===== config.mk =====
export PLATFORM = sky130hd
export DESIGN_NAME = telemetry_frame_deframer_decoder_flat
export DESIGN_NICKNAME = d
export VERILOG_FILES = /design/src/hdl/tfd_pkg.sv /design/src/hdl/tfd_byte_if.sv /design/src/hdl/tfd_rec_if.sv /design/src/hdl/telemetry_frame_deframer_decoder.sv /design/src/hdl/tfd_ram.sv /design/src/hdl/tfd_ctrl.sv /design/src/hdl/tfd_datapath.sv /design/src/flat_wrapper.sv
export SDC_FILE = /design/constraint.sdc
export NUM_CORES = 1
export LEC_CHECK = 0
export BUFFER_PORTS_ARGS = -buffer_cell sky130_fd_sc_hd__buf_2
export CORE_UTILIZATION = 41
export DETAILED_ROUTE_END_ITERATION = 7
export GPL_ROUTABILITY_DRIVEN = 0
export HOLD_SLACK_MARGIN = 0.1
export SLEW_MARGIN = 20
export SYNTH_ARGS = -nofsm -noshare
export SYNTH_HDL_FRONTEND = slang
export SYNTH_SLANG_ARGS = --single-unit

===== constraint.sdc =====
create_clock -name clk -period 15.95 [get_ports clk]
set_input_delay 4.785 -clock clk [delete_from_list [all_inputs] [get_ports clk]]
set_output_delay 4.785 -clock clk [all_outputs]
set_load 0.1 [all_outputs]

===== src/hdl/tfd_pkg.sv =====
`default_nettype none
package tfd_pkg;

  // controller states
  typedef enum logic [2:0] {
    ST_HUNT,
    ST_LEN,
    ST_DATA,
    ST_DECODE,
    ST_TFETCH,
    ST_TCHECK,
    ST_TLAST
  } tfd_state_t;

  localparam logic [7:0] SYNC_RESET    = 8'hC8;
  localparam logic [7:0] TYPE_BATTERY  = 8'h08;
  localparam logic [7:0] TYPE_GPS      = 8'h02;
  localparam logic [7:0] TYPE_VARIO    = 8'h07;
  localparam logic [7:0] TYPE_MODE     = 8'h21;
  localparam logic [7:0] TYPE_ATTITUDE = 8'h1E;
  localparam logic [7:0] TYPE_LINK_RX  = 8'h1C;
  localparam logic [7:0] TYPE_LINK_TX  = 8'h1D;

  localparam logic [2:0] KIND_BATTERY  = 3'd0;
  localparam logic [2:0] KIND_GPS      = 3'd1;
  localparam logic [2:0] KIND_VARIO    = 3'd2;
  localparam logic [2:0] KIND_TEXT     = 3'd3;
  localparam logic [2:0] KIND_ATTITUDE = 3'd4;
  localparam logic [2:0] KIND_LINK_RX  = 3'd5;
  localparam logic [2:0] KIND_LINK_TX  = 3'd6;

  localparam logic [15:0] ALT_OFFSET = 16'd1000;

  // payload bytes that record decoding looks at
  localparam int REC_BYTES = 16;
  // text index width and longest text
  localparam int IDX_W = 6;
  localparam logic [IDX_W-1:0] TEXT_MAX = 6'd31;

  typedef struct packed {
    logic ld_len;
    logic take_byte;
    logic load_rec;
    logic text_start;
    logic load_held;
    logic emit_text;
    logic emit_last;
  } tfd_cmd_t;

  typedef struct packed {
    logic sync_hit;
    logic len_zero;
    logic frame_end;
    logic is_rec;
    logic is_text;
    logic idx_ok;
    logic char_nul;
    logic held_valid;
    logic out_free;
  } tfd_sts_t;

endpackage
`default_nettype wire


===== src/hdl/tfd_byte_if.sv =====
`default_nettype none
interface tfd_byte_if;
  logic       valid;
  logic       ready;
  logic [7:0] rx_byte;

  modport source (output valid, output rx_byte, input ready);
  modport sink (input valid, input rx_byte, output ready);
endinterface
`default_nettype wire


===== src/hdl/tfd_rec_if.sv =====
`default_nettype none
interface tfd_rec_if;
  logic               valid;
  logic               ready;
  logic        [2:0]  kind;
  logic               last;
  logic signed [31:0] word_a;
  logic signed [31:0] word_b;
  logic        [15:0] half_c;
  logic        [15:0] half_d;
  logic        [15:0] half_e;
  logic        [7:0]  byte_f;

  modport source (output valid, output kind, output last, output word_a, output word_b,
                  output half_c, output half_d, output half_e, output byte_f, input ready);
  modport sink (input valid, input kind, input last, input word_a, input word_b,
                input half_c, input half_d, input half_e, input byte_f, output ready);
endinterface
`default_nettype wire


===== src/hdl/telemetry_frame_deframer_decoder.sv =====
`default_nettype none
// channel    dir  payload                                        handshake
// rx_chan    in   rx_byte[7:0]                                   valid/ready
// rec_chan   out  kind last word_a word_b half_c half_d half_e   valid/ready
//                 byte_f
// sync_wr    in   sync_wr_data[7:0]                              sync_wr_en, no wait
//
// one received byte is taken per cycle while hunting, reading the length or collecting payload
// a record frame adds the decode state at its end, with rx ready low
// a mode text frame passes through the decode state, then the fetch and check loop over the payload
//   ram's registered read port walks the characters until a nul or the end of the text, and the last
//   held character goes out in the closing state; nothing goes out when the text holds no character
// a stalled result holds the decode or text loop; rx stays low until it moves
// synchronous reset; sync byte returns to its default, the payload ram is not cleared
module telemetry_frame_deframer_decoder #(
  parameter int PAYLOAD_STORE = 32
) (
  input  wire logic       clk,
  input  wire logic       rst,
  input  wire logic       sync_wr_en,
  input  wire logic [7:0] sync_wr_data,
  tfd_byte_if.sink        rx_chan,
  tfd_rec_if.source       rec_chan
);

  // command and status between sequencer and datapath
  tfd_pkg::tfd_cmd_t cmd;
  tfd_pkg::tfd_sts_t sts;

  // frame sequencer: sync hunt, length, payload, decode and text walk
  tfd_ctrl u_ctrl (
    .clk      (clk),
    .rst      (rst),
    .rx_valid (rx_chan.valid),
    .rx_ready (rx_chan.ready),
    .sts      (sts),
    .cmd      (cmd)
  );

  // payload storage, field decode and the result register
  tfd_datapath #(
    .PAYLOAD_STORE (PAYLOAD_STORE)
  ) u_dp (
    .clk          (clk),
    .rst          (rst),
    .sync_wr_en   (sync_wr_en),
    .sync_wr_data (sync_wr_data),
    .rx_byte      (rx_chan.rx_byte),
    .cmd          (cmd),
    .sts          (sts),
    .out_ready    (rec_chan.ready),
    .out_valid    (rec_chan.valid),
    .kind         (rec_chan.kind),
    .last         (rec_chan.last),
    .word_a       (rec_chan.word_a),
    .word_b       (rec_chan.word_b),
    .half_c       (rec_chan.half_c),
    .half_d       (rec_chan.half_d),
    .half_e       (rec_chan.half_e),
    .byte_f       (rec_chan.byte_f)
  );

  // a result is only loaded when the output register can take it
  a_load_free: assert property (@(posedge clk) disable iff (rst)
    (cmd.load_rec || cmd.emit_text) |-> sts.out_free)
    else $error("result loaded into a full output register");

  // no byte is taken while a frame is being decoded or emitted
  a_no_rx_on_emit: assert property (@(posedge clk) disable iff (rst)
    (cmd.load_rec || cmd.emit_text || cmd.load_held) |-> !rx_chan.ready)
    else $error("rx ready during decode");

  // a loaded result shows up on the port next cycle
  a_emit_visible: assert property (@(posedge clk) disable iff (rst)
    (cmd.load_rec || cmd.emit_text) |=> rec_chan.valid)
    else $error("loaded result not presented");

  // a record result is a single, final item
  a_rec_last: assert property (@(posedge clk) disable iff (rst)
    cmd.load_rec |=> rec_chan.last)
    else $error("record result without last mark");

endmodule
`default_nettype wire


===== src/hdl/tfd_ram.sv =====
`default_nettype none
module tfd_ram #(
  parameter int WIDTH = 8,
  parameter int DEPTH = 32
) (
  input  wire logic                     clk,
  input  wire logic                     wr_en,
  input  wire logic [$clog2(DEPTH)-1:0] wr_addr,
  input  wire logic [WIDTH-1:0]         wr_data,
  input  wire logic [$clog2(DEPTH)-1:0] rd_addr,
  output      logic [WIDTH-1:0]         rd_data
);

  logic [WIDTH-1:0] mem [DEPTH];

  always_ff @(posedge clk) begin
    if (wr_en) begin
      mem[wr_addr] <= wr_data;
    end
    rd_data <= mem[rd_addr];
  end

endmodule
`default_nettype wire


===== src/hdl/tfd_ctrl.sv =====
`default_nettype none
module tfd_ctrl (
  input  wire logic            clk,
  input  wire logic            rst,
  input  wire logic            rx_valid,
  output      logic            rx_ready,
  input  wire tfd_pkg::tfd_sts_t sts,
  output      tfd_pkg::tfd_cmd_t cmd
);

  tfd_pkg::tfd_state_t state;
  tfd_pkg::tfd_state_t state_next;
  logic                rx_fire;

  assign rx_fire = rx_valid && rx_ready;

  always_ff @(posedge clk) begin
    if (rst) begin
      state <= tfd_pkg::ST_HUNT;
    end else begin
      state <= state_next;
    end
  end

  always_comb begin
    state_next = state;
    case (state)
      tfd_pkg::ST_HUNT: begin
        if (rx_fire && sts.sync_hit) state_next = tfd_pkg::ST_LEN;
      end
      tfd_pkg::ST_LEN: begin
        if (rx_fire) state_next = sts.len_zero ? tfd_pkg::ST_HUNT : tfd_pkg::ST_DATA;
      end
      tfd_pkg::ST_DATA: begin
        if (rx_fire && sts.frame_end) state_next = tfd_pkg::ST_DECODE;
      end
      tfd_pkg::ST_DECODE: begin
        if (sts.is_rec) begin
          if (sts.out_free) state_next = tfd_pkg::ST_HUNT;
        end else if (sts.is_text) begin
          state_next = tfd_pkg::ST_TFETCH;
        end else begin
          state_next = tfd_pkg::ST_HUNT;
        end
      end
      tfd_pkg::ST_TFETCH: begin
        if (sts.idx_ok) state_next = tfd_pkg::ST_TCHECK;
        else state_next = sts.held_valid ? tfd_pkg::ST_TLAST : tfd_pkg::ST_HUNT;
      end
      tfd_pkg::ST_TCHECK: begin
        if (sts.char_nul) begin
          state_next = sts.held_valid ? tfd_pkg::ST_TLAST : tfd_pkg::ST_HUNT;
        end else if (!sts.held_valid || sts.out_free) begin
          state_next = tfd_pkg::ST_TFETCH;
        end
      end
      tfd_pkg::ST_TLAST: begin
        if (sts.out_free) state_next = tfd_pkg::ST_HUNT;
      end
      default: state_next = tfd_pkg::ST_HUNT;
    endcase
  end

  always_comb begin
    cmd      = '0;
    rx_ready = 1'b0;
    case (state)
      tfd_pkg::ST_HUNT: begin
        rx_ready = 1'b1;
      end
      tfd_pkg::ST_LEN: begin
        rx_ready   = 1'b1;
        cmd.ld_len = rx_fire;
      end
      tfd_pkg::ST_DATA: begin
        rx_ready      = 1'b1;
        cmd.take_byte = rx_fire;
      end
      tfd_pkg::ST_DECODE: begin
        cmd.load_rec   = sts.is_rec && sts.out_free;
        cmd.text_start = !sts.is_rec && sts.is_text;
      end
      tfd_pkg::ST_TCHECK: begin
        if (!sts.char_nul && (!sts.held_valid || sts.out_free)) begin
          cmd.load_held = 1'b1;
          cmd.emit_text = sts.held_valid;
        end
      end
      tfd_pkg::ST_TLAST: begin
        cmd.emit_text = sts.out_free;
        cmd.emit_last = sts.out_free;
      end
      default: cmd = '0;
    endcase
  end

endmodule
`default_nettype wire


===== src/hdl/tfd_datapath.sv =====
`default_nettype none
module tfd_datapath #(
  parameter int PAYLOAD_STORE = 32
) (
  input  wire logic               clk,
  input  wire logic               rst,
  input  wire logic               sync_wr_en,
  input  wire logic [7:0]         sync_wr_data,
  input  wire logic [7:0]         rx_byte,
  input  wire tfd_pkg::tfd_cmd_t  cmd,
  output      tfd_pkg::tfd_sts_t  sts,
  input  wire logic               out_ready,
  output      logic               out_valid,
  output      logic [2:0]         kind,
  output      logic               last,
  output      logic signed [31:0] word_a,
  output      logic signed [31:0] word_b,
  output      logic [15:0]        half_c,
  output      logic [15:0]        half_d,
  output      logic [15:0]        half_e,
  output      logic [7:0]         byte_f
);

  localparam int AW = $clog2(PAYLOAD_STORE);
  localparam logic [8:0] STORE_LIMIT = 9'(PAYLOAD_STORE);

  logic [7:0]              sync_value;
  logic [7:0]              frame_length;
  logic [7:0]              byte_count;
  logic [7:0]              count_inc;
  logic [7:0]              rec [tfd_pkg::REC_BYTES];
  logic [7:0]              pb [tfd_pkg::REC_BYTES];
  logic [tfd_pkg::IDX_W-1:0] idx;
  logic [8:0]              idx_ext;
  logic [7:0]              held;
  logic                    held_valid;
  logic                    store_wr;
  logic [7:0]              rd_data;
  logic [AW-1:0]           rd_addr;
  logic                    out_free;

  // decoded record
  logic               is_rec;
  logic [2:0]         r_kind;
  logic [31:0]        r_a;
  logic [31:0]        r_b;
  logic [15:0]        r_c;
  logic [15:0]        r_d;
  logic [15:0]        r_e;
  logic [7:0]         r_f;
  logic [15:0]        alt_raw;

  always_ff @(posedge clk) begin
    if (rst) begin
      sync_value <= tfd_pkg::SYNC_RESET;
    end else if (sync_wr_en) begin
      sync_value <= sync_wr_data;
    end
  end

  assign count_inc = byte_count + 8'd1;

  always_ff @(posedge clk) begin
    if (rst) begin
      frame_length <= '0;
      byte_count   <= '0;
    end else if (cmd.ld_len) begin
      frame_length <= rx_byte;
      byte_count   <= '0;
    end else if (cmd.take_byte) begin
      byte_count <= count_inc;
    end
  end

  // leading payload bytes kept in flops for record fields
  always_ff @(posedge clk) begin
    if (cmd.take_byte && byte_count < 8'(tfd_pkg::REC_BYTES)) begin
      rec[byte_count[3:0]] <= rx_byte;
    end
  end

  assign store_wr = cmd.take_byte && ({1'b0, byte_count} < STORE_LIMIT);
  assign idx_ext  = 9'(idx);
  assign rd_addr  = idx_ext[AW-1:0];

  tfd_ram #(
    .WIDTH (8),
    .DEPTH (PAYLOAD_STORE)
  ) u_store (
    .clk     (clk),
    .wr_en   (store_wr),
    .wr_addr (byte_count[AW-1:0]),
    .wr_data (rx_byte),
    .rd_addr (rd_addr),
    .rd_data (rd_data)
  );

  // bytes past the frame length read as zero
  always_comb begin
    for (int i = 0; i < tfd_pkg::REC_BYTES; i++) begin
      pb[i] = (8'(i) < frame_length) ? rec[i] : 8'd0;
    end
  end

  assign alt_raw = {pb[13], pb[14]};

  always_comb begin
    is_rec = 1'b1;
    r_kind = tfd_pkg::KIND_BATTERY;
    r_a    = '0;
    r_b    = '0;
    r_c    = '0;
    r_d    = '0;
    r_e    = '0;
    r_f    = '0;
    case (pb[0])
      tfd_pkg::TYPE_BATTERY: begin
        r_kind = tfd_pkg::KIND_BATTERY;
        r_a    = {8'd0, pb[5], pb[6], pb[7]};
        r_c    = {pb[1], pb[2]};
        r_d    = {pb[3], pb[4]};
        r_f    = pb[8];
      end
      tfd_pkg::TYPE_GPS: begin
        r_kind = tfd_pkg::KIND_GPS;
        r_a    = {pb[1], pb[2], pb[3], pb[4]};
        r_b    = {pb[5], pb[6], pb[7], pb[8]};
        r_c    = {pb[9], pb[10]};
        r_d    = {pb[11], pb[12]};
        r_e    = (alt_raw >= tfd_pkg::ALT_OFFSET) ? alt_raw - tfd_pkg::ALT_OFFSET : 16'd0;
        r_f    = pb[15];
      end
      tfd_pkg::TYPE_VARIO: begin
        r_kind = tfd_pkg::KIND_VARIO;
        r_a    = {{16{pb[1][7]}}, pb[1], pb[2]};
      end
      tfd_pkg::TYPE_ATTITUDE: begin
        r_kind = tfd_pkg::KIND_ATTITUDE;
        r_c    = {pb[1], pb[2]};
        r_d    = {pb[3], pb[4]};
        r_e    = {pb[5], pb[6]};
      end
      tfd_pkg::TYPE_LINK_RX: begin
        r_kind = tfd_pkg::KIND_LINK_RX;
        r_c    = {8'd0, pb[2]};
        r_f    = pb[1];
      end
      tfd_pkg::TYPE_LINK_TX: begin
        r_kind = tfd_pkg::KIND_LINK_TX;
        r_c    = {8'd0, pb[2]};
        r_d    = {8'd0, pb[3]};
        r_f    = pb[1];
      end
      default: is_rec = 1'b0;
    endcase
  end

  // text walk
  always_ff @(posedge clk) begin
    if (rst) begin
      idx        <= '0;
      held_valid <= 1'b0;
    end else if (cmd.text_start) begin
      idx        <= tfd_pkg::IDX_W'(1);
      held_valid <= 1'b0;
    end else if (cmd.load_held) begin
      idx        <= idx + tfd_pkg::IDX_W'(1);
      held_valid <= 1'b1;
    end
  end

  always_ff @(posedge clk) begin
    if (cmd.load_held) begin
      held <= rd_data;
    end
  end

  // output register
  assign out_free = !out_valid || out_ready;

  always_ff @(posedge clk) begin
    if (rst) begin
      out_valid <= 1'b0;
    end else if (cmd.load_rec || cmd.emit_text) begin
      out_valid <= 1'b1;
    end else if (out_ready) begin
      out_valid <= 1'b0;
    end
  end

  always_ff @(posedge clk) begin
    if (cmd.load_rec) begin
      kind   <= r_kind;
      last   <= 1'b1;
      word_a <= r_a;
      word_b <= r_b;
      half_c <= r_c;
      half_d <= r_d;
      half_e <= r_e;
      byte_f <= r_f;
    end else if (cmd.emit_text) begin
      kind   <= tfd_pkg::KIND_TEXT;
      last   <= cmd.emit_last;
      word_a <= '0;
      word_b <= '0;
      half_c <= '0;
      half_d <= '0;
      half_e <= '0;
      byte_f <= held;
    end
  end

  always_comb begin
    sts            = '0;
    sts.sync_hit   = (rx_byte == sync_value);
    sts.len_zero   = (rx_byte == 8'd0);
    sts.frame_end  = (count_inc >= frame_length);
    sts.is_rec     = is_rec;
    sts.is_text    = (pb[0] == tfd_pkg::TYPE_MODE);
    sts.idx_ok     = (idx <= tfd_pkg::TEXT_MAX) && (8'(idx) < frame_length)
                     && (idx_ext < STORE_LIMIT);
    sts.char_nul   = (rd_data == 8'd0);
    sts.held_valid = held_valid;
    sts.out_free   = out_free;
  end

endmodule
`default_nettype wire

===== src/flat_wrapper.sv =====
// flat-port wrapper written by rule: the top's interface ports become plain ports
module telemetry_frame_deframer_decoder_flat 
#(
  parameter int PAYLOAD_STORE = 32
)
  (clk, rst, sync_wr_en, sync_wr_data, rx_chan_valid, rx_chan_rx_byte, rx_chan_ready, rec_chan_valid, rec_chan_kind, rec_chan_last, rec_chan_word_a, rec_chan_word_b, rec_chan_half_c, rec_chan_half_d, rec_chan_half_e, rec_chan_byte_f, rec_chan_ready);
  tfd_byte_if rx_chan_i ();
  tfd_rec_if rec_chan_i ();
  input  wire logic clk;
  input  wire logic rst;
  input  wire logic sync_wr_en;
  input  wire logic [7:0] sync_wr_data;
  input wire logic [$bits(rx_chan_i.valid)-1:0] rx_chan_valid;
  input wire logic [$bits(rx_chan_i.rx_byte)-1:0] rx_chan_rx_byte;
  output wire logic [$bits(rx_chan_i.ready)-1:0] rx_chan_ready;
  output wire logic [$bits(rec_chan_i.valid)-1:0] rec_chan_valid;
  output wire logic [$bits(rec_chan_i.kind)-1:0] rec_chan_kind;
  output wire logic [$bits(rec_chan_i.last)-1:0] rec_chan_last;
  output wire logic [$bits(rec_chan_i.word_a)-1:0] rec_chan_word_a;
  output wire logic [$bits(rec_chan_i.word_b)-1:0] rec_chan_word_b;
  output wire logic [$bits(rec_chan_i.half_c)-1:0] rec_chan_half_c;
  output wire logic [$bits(rec_chan_i.half_d)-1:0] rec_chan_half_d;
  output wire logic [$bits(rec_chan_i.half_e)-1:0] rec_chan_half_e;
  output wire logic [$bits(rec_chan_i.byte_f)-1:0] rec_chan_byte_f;
  input wire logic [$bits(rec_chan_i.ready)-1:0] rec_chan_ready;
  assign rx_chan_i.valid = rx_chan_valid;
  assign rx_chan_i.rx_byte = rx_chan_rx_byte;
  assign rx_chan_ready = rx_chan_i.ready;
  assign rec_chan_valid = rec_chan_i.valid;
  assign rec_chan_kind = rec_chan_i.kind;
  assign rec_chan_last = rec_chan_i.last;
  assign rec_chan_word_a = rec_chan_i.word_a;
  assign rec_chan_word_b = rec_chan_i.word_b;
  assign rec_chan_half_c = rec_chan_i.half_c;
  assign rec_chan_half_d = rec_chan_i.half_d;
  assign rec_chan_half_e = rec_chan_i.half_e;
  assign rec_chan_byte_f = rec_chan_i.byte_f;
  assign rec_chan_i.ready = rec_chan_ready;
  telemetry_frame_deframer_decoder #(.PAYLOAD_STORE(PAYLOAD_STORE)) u_core (.clk(clk), .rst(rst), .sync_wr_en(sync_wr_en), .sync_wr_data(sync_wr_data), .rx_chan(rx_chan_i), .rec_chan(rec_chan_i));
endmodule

* Word level (Yosys, flattened, before mapping)
Memory sizes are Yosys's and may differ from the RTL's. A register that Yosys moved wholly into a read port is not among the register bits.
Cells that the tools add are included.
** Storage, ports and cells
- Register bits after elaboration :: 167
- Bits in writable memories :: 384
- Input port bits :: 21
- Memories kept :: 2
** Cells by class
- $add $sub $neg :: 3
- Magnitude comparators :: 23
- Equal/unequal tests :: 18
- Muxes and demuxes :: 64
- Reductions and logical operators :: 30
** Memory list
- u_core.u_dp.u_store.mem :: depth 32, width 8, rd ports 1, clocked after Yosys merged registers in 1, wr ports 1, line tfd_ram.sv:14 : logic [WIDTH-1:0] mem [DEPTH];
- u_core.u_dp.rec :: depth 16, width 8, rd ports 16, clocked after Yosys merged registers in 0, wr ports 1, line tfd_datapath.sv:31 : logic [7:0] rec [tfd_pkg::REC_BYTES];
** Operators by type and width (count)
- 2-to-1 mux 8 bit :: 18
- 2-to-1 mux 32 bit :: 4
- one-hot mux 16 bit (3 select lines) :: 2
- one-hot mux 32 bit (3 select lines) :: 1
- 2-to-1 mux 16 bit :: 5
- < comparator 4 x 8 -> 1 bit (first input constant) :: 8
- 2-to-1 mux 3 bit :: 12
- < comparator 3 x 8 -> 1 bit (first input constant) :: 4
- one-hot mux 16 bit (2 select lines) :: 1
- == test 8 x 5 -> 1 bit (second input constant) :: 3
- one-hot mux 8 bit (3 select lines) :: 1
- one-hot mux 3 bit (7 select lines) :: 1
- >= comparator 16 x 10 -> 1 bit (second input constant) :: 1
- zero test 8 bit :: 2
- < comparator 1 x 8 -> 1 bit (first input constant) :: 2
- < comparator 2 x 8 -> 1 bit (first input constant) :: 2
- subtractor 16 x 10 -> 16 bit (second input constant) :: 1
- one-hot mux 3 bit (5 select lines) :: 1
- 2-to-1 mux 1 bit :: 14
- logical AND 1 bit :: 10
- == test 3 bit (second input constant) :: 3
- adder 8 x 1 -> 8 bit (second input constant) :: 1
- == test 8 x 2 -> 1 bit (second input constant) :: 1
- == test 8 x 3 -> 1 bit (second input constant) :: 1
- 24 further kinds :: 39

* Longest topological paths before layout
- Depth after elaboration :: 10
- Depth in mapped cells :: 12
- Gate-level depth less buffers :: 10

* Cells and area by module
A second synthesis with hierarchy kept.
** Unflattened totals
- Cells, all modules :: 1419
- Area, all modules :: 22808.1 µm²
** By module, submodules not included
- tfd_datapath :: instances 1, cells an instance 953, area each 12361.9 µm², sequential area each 8438.1 µm²
- tfd_ram :: instances 1, cells an instance 417, area each 10053.4 µm², sequential area each 7847.5 µm²
- tfd_ctrl :: instances 1, cells an instance 49, area each 392.9 µm², sequential area each 60.1 µm²

* Worst setup path before layout
Ideal clock, no wire load.
- Path type :: input to register
- From :: input port rec_chan_ready
- To :: register u_core.u_dp.byte_f[0] (enable)
- Arrival time :: 10.281 ns
- Required time :: 15.329 ns
- Setup slack :: 5.049 ns
- Cell stages on the path :: 2
- Path buffers :: 0
- Cell sequence :: nor2b_1 o21ai_1
** Between the ends
- Cells in the longest elaborated chain, start to end :: 6
- Elaborated cells on any way between the ends :: 8
- Those cells by class :: mux (3); reduce/logical (5)
** Ends and longest elaborated chain
- start, declared :: line flat_wrapper.sv:25 : input wire logic [$bits(rec_chan_i.ready)-1:0] rec_chan_ready;
- logical OR 1 bit * :: line tfd_datapath.sv:179 : assign out_free = !out_valid || out_ready;
- logical OR 1 bit :: line tfd_ctrl.sv:84 : if (!sts.char_nul && (!sts.held_valid || sts.out_free)) begin
- logical AND 1 bit :: line tfd_ctrl.sv:84
- 2-to-1 mux 2 bit :: line tfd_ctrl.sv:84
- one-hot mux 1 bit (2 select lines) :: line tfd_ctrl.sv:67 : case (state)
- nonzero test 2 bit (no source line) *
- end signal, assigned :: line tfd_datapath.sv:200 : byte_f <= r_f;
- end signal, assigned :: line tfd_datapath.sv:209 : byte_f <= held;
- end, declared :: line tfd_datapath.sv:21 : output logic [7:0] byte_f
Every way passes the cells marked *; elsewhere a longest branch is shown, timed or not.
A chain may end at the register's enable or synchronous reset.

* Worst setup path after layout
- From :: input port rx_chan_valid
- To :: memory u_core.u_dp.rec[2][7] (enable)
** Between the ends
- Cells in the longest elaborated chain, start to end :: 5
** Ends and longest elaborated chain
- start, declared :: line flat_wrapper.sv:13 : input wire logic [$bits(rx_chan_i.valid)-1:0] rx_chan_valid;
- logical AND 1 bit :: line tfd_ctrl.sv:15 : assign rx_fire = rx_valid && rx_ready;
- 2-to-1 mux 1 bit :: line tfd_ctrl.sv:67
- logical AND 1 bit :: line tfd_datapath.sv:77 : if (cmd.take_byte && byte_count < 8'(tfd_pkg::REC_BYTES)) begin
- 2-to-1 mux 1 bit :: line tfd_datapath.sv:77
- 2-to-1 mux 1 bit (not written as such) :: line tfd_datapath.sv:78 : rec[byte_count[3:0]] <= rx_byte;
- end, declared :: line tfd_datapath.sv:31
No other way between the ends.

==> summary.txt <==
global-route wire length before repair - 84500 um
Distinct cells, synth - 75
startpoint class of the critical path - primary input
crit path DAT - 7.54 ns
# nets final - 1601
CP Data Required Time - 16.19 ns
deepest clock path buffer count - 3
final core occ - 0.477
Primary FF master, synth - edfxtp_1
post-route ant nets - 0
number of synthesized flops with an enable pin - 515
VDD IR max - 0.0000908 V
status - completed
DRT Pass-1 Iters - 5
Power Dens Cells - 113 mW/mm^2
worst-path cell chain - buf_2 -> and2_1 -> nand2_1 -> nor3_1 -> nand2_1 -> nor3_1
synthesis warning total - 0
syn avg cell area - 16.1 sq um
Detailed Place HPWL - 38700 um
row count - 86
count of final hold-check violations - 0
Async SR Flop Fraction - 0
CTS root buffer - clkbuf_16
wire length per cell - 24.6 um
Tmin final - 7.30 ns
vias in the first global route - 12900
complex-gate fraction of the synthesized area - 0.0646
RSZ-0062 raised after global routing - no
Critical Setup Path Class - in2reg
hold bufs inserted after CTS - 0
Buf/Inv on CP - 1
Setup crit end kind - flop
post-route setup TNS - 0 ns
initial core utilization - 0.415
Syn-to-layout area delta - 14.8%
CTS tree - yes
cell area after synthesis - 0.0229 sq mm
layout cells sized above 1 - 0.237
Net Count, Synth - 1459
htree depth - 2
main combinational cell family by area after synthesis - simple AND/OR/NAND/NOR gates
largest net degree at the start of global routing - 72
fmax - 137 MHz
Period Utilization, post-route - 0.458
register area - 0.0164 sq mm
GRT Resource Usage Total - 0.203
Synth Instances - 1420
max_slew headroom - 0.198
post_cts resized - 0
post-synthesis mux area share - 0.0891
endpoints failing setup - 0
Die ar. - 0.0569 sq mm
Layout Skew - 0.0308 ns
clk slew on worst S/H paths - 0.06 ns
via count - 13400
antenna violations before repair - 0
fill count - 4702
Leak - 0.00875 uW
delay-heaviest family, CP - simple AND/OR/NAND/NOR gates
DIE HEIGHT - 238 um
CTS buffer count - 57
Die W - 238 um
Synth Area in XOR/XNOR - 0.0122
max cap viols - 0
Buffers on Ports - 146
footprint of the multi-input gates - 0.00619 sq mm
clk sinks - 559
grt total ovfl - 0
floorplan core area - 0.0552 sq mm
# DRC - 0
fin. max-slew vios - 0
Crit-path slowest cell - nor3_1
DRT Wirelength - 58000 um
Worst Hold Class - reg2reg
io pins - 147
total setup buffers inserted after CTS - 0
Slew @ Worst Pin - 1.19 ns
simple-gate area share of the yosys netlist - 0.0920
routed vias/inst - 5.70
CP max FO - 8
Yosys reg bits - 559
Worst path max stage delay - 1.02 ns
DRT iter0 DRCs - 1470
Worst-Skew Late Latency - 0.62 ns
sequential area share after synthesis - 0.713
Post-Synth Adder-Cell Area - 0.00983
==> cell type report <==
class,instances,area share
sequential,559,0.621
multi-input combinational,761,0.235
clock buffer,70,0.0561
tap,748,0.0356
timing repair buffer,170,0.0346
clock inverter,36,0.0150
inverter,13,0.00185
antenna,1,0.0000951
==> cell families (layout without fill, tap and decap cells) <==
group	after synthesis	count (layout)
AOI/OAI and AO/OA	208	208
xor gates and xnor gates	32	32
adders and majority gates	18	18
buffers and inverters	100	289
DFF	559	559
muxes	102	102
other	0	1
and+or+nand+nor	401	401
==> layer usage <==
metal,vias to the layer above,track usage,wire length (um)
li1,5956,-,-
met1,6758,0.274,24200
met2,633,0.342,28400
met3,90,0.0367,4210
met4,0,0.0490,1130
met5,-,0,0
==> Yosys cell counts, drive strengths merged, types with 2 or more instances <==
library cell | n | area, sq um
a41oi | 2 | 17.5
and3 | 33 | 211
mux4 | 80 | 1800
nand3 | 76 | 380
a211o | 6 | 52.6
buf | 38 | 204
or2 | 5 | 31.3
clkbuf | 49 | 184
nor2b | 8 | 50.1
mux2i | 6 | 60.1
xnor2 | 18 | 158
o311ai | 3 | 26.3
nor3 | 42 | 270
a32oi | 25 | 219
o21ai | 15 | 75.1
nand2b | 10 | 62.6
or4 | 3 | 22.5
a211oi | 7 | 57.6
xor2 | 14 | 123
o31ai | 20 | 174
ha | 18 | 225
and4 | 2 | 17.5
a21o | 4 | 30.0
inv | 13 | 48.8
and3b | 2 | 17.5
nor4 | 9 | 71.3
nor4b | 2 | 17.5
o211ai | 10 | 75.1
nand4 | 14 | 87.6
a31oi | 21 | 131
nor2 | 81 | 320
or4b | 4 | 40.0
o22a | 8 | 70.1
nand2 | 79 | 297
a2111oi | 3 | 33.8
a21oi | 63 | 327
dfxtp | 44 | 881
mux2 | 16 | 180
or3 | 12 | 85.1
o2111ai | 4 | 35.0
and2 | 16 | 100
edfxtp | 515 | 15500
a221o | 8 | 80.1
==> worst reg2reg max path, stage by stage (launching register included) <==
cell and delay [ns]:
edfxtp_1 0.43, or4_1 0.74, nand4bb_1 0.42, a21oi_4 0.78
o31ai_4 0.18, o21ai_4 0.18, buf_4 0.58, buf_4 0.80
==> metrics by stage <==
stage	cells	total power, uW	cell area (sq um)	setup WS (ns)	hold WS [ns]
after floorplan	1420	1630	22900	5.05	0.409
after global placement	2251	1660	24400	8.28	0.421
after detailed placement	2251	1660	24400	8.10	0.428
after CTS	2357	2980	26300	8.73	0.439
after global routing	2357	3040	26300	8.56	0.451
final	2358	2960	26300	8.65	0.440
==> report_power, final <==
part / total (uW) / internal [uW] / switching (uW)
sequential: 1590 / 1590 / 1.13
clock: 1330 / 762 / 569
combinational: 35.3 / 7.02 / 28.3
==> path summary, 6_finish.rpt <==
check / slack [ns] / startpoint / end / cells past startpoint
min: 0.44 / u_core.u_dp.u_store.rd_data[0]$_DFF_P_ / u_core.u_dp.held[0]$_DFFE_PP_ / 0
max: 8.65 / rx_chan_valid / u_core.u_dp.rec[2][7]$_DFFE_PP_ / 6
max reg2reg: 11.44 / u_core.u_dp.rec[0][1]$_DFFE_PP_ / u_core.u_dp.half_c[6]$_SDFFCE_PN0P_ / 7
min reg2reg: 0.44 / u_core.u_dp.u_store.rd_data[0]$_DFF_P_ / u_core.u_dp.held[0]$_DFFE_PP_ / 0
==> flip-flops by register name, indices dropped and copies added, names as in the netlist, 6 cells and up <==
signal	count
u_core.u_dp.idx	6
u_core.u_dp.byte_count	8
u_core.u_dp.u_store.mem	256
u_core.u_dp.half_e	16
u_core.u_dp.word_a	32
u_core.u_dp.byte_f	8
u_core.u_dp.half_d	16
u_core.u_dp.u_store.rd_data	8
u_core.u_dp.frame_length	8
u_core.u_dp.word_b	32
u_core.u_dp.rec	128
u_core.u_dp.sync_value	8
u_core.u_dp.half_c	16
u_core.u_dp.held	8
==> cell usage in the layout, fill, tap and decap left out, types with 10 or more instances in the layout <==
cell type and n:
o211ai_1 10, o31ai_1 17, buf_4 24, buf_2 146, nor3_1 33, nand3_1 76, ha_1 18, xnor2_1 18
a31oi_1 21, nand4_1 14, or3_1 10, dfxtp_1 42, clkinv_2 10, o21ai_0 13, xor2_1 14, edfxtp_1 515
clkbuf_16 57, and3_1 32, a32oi_1 25, mux2_2 14, a21oi_1 62, clkbuf_1 13, mux4_2 80, and2_1 15
nand2b_1 10, inv_1 13, nand2_1 79, nor2_1 79
Note: power is estimated with default switching activity, not from simulation.
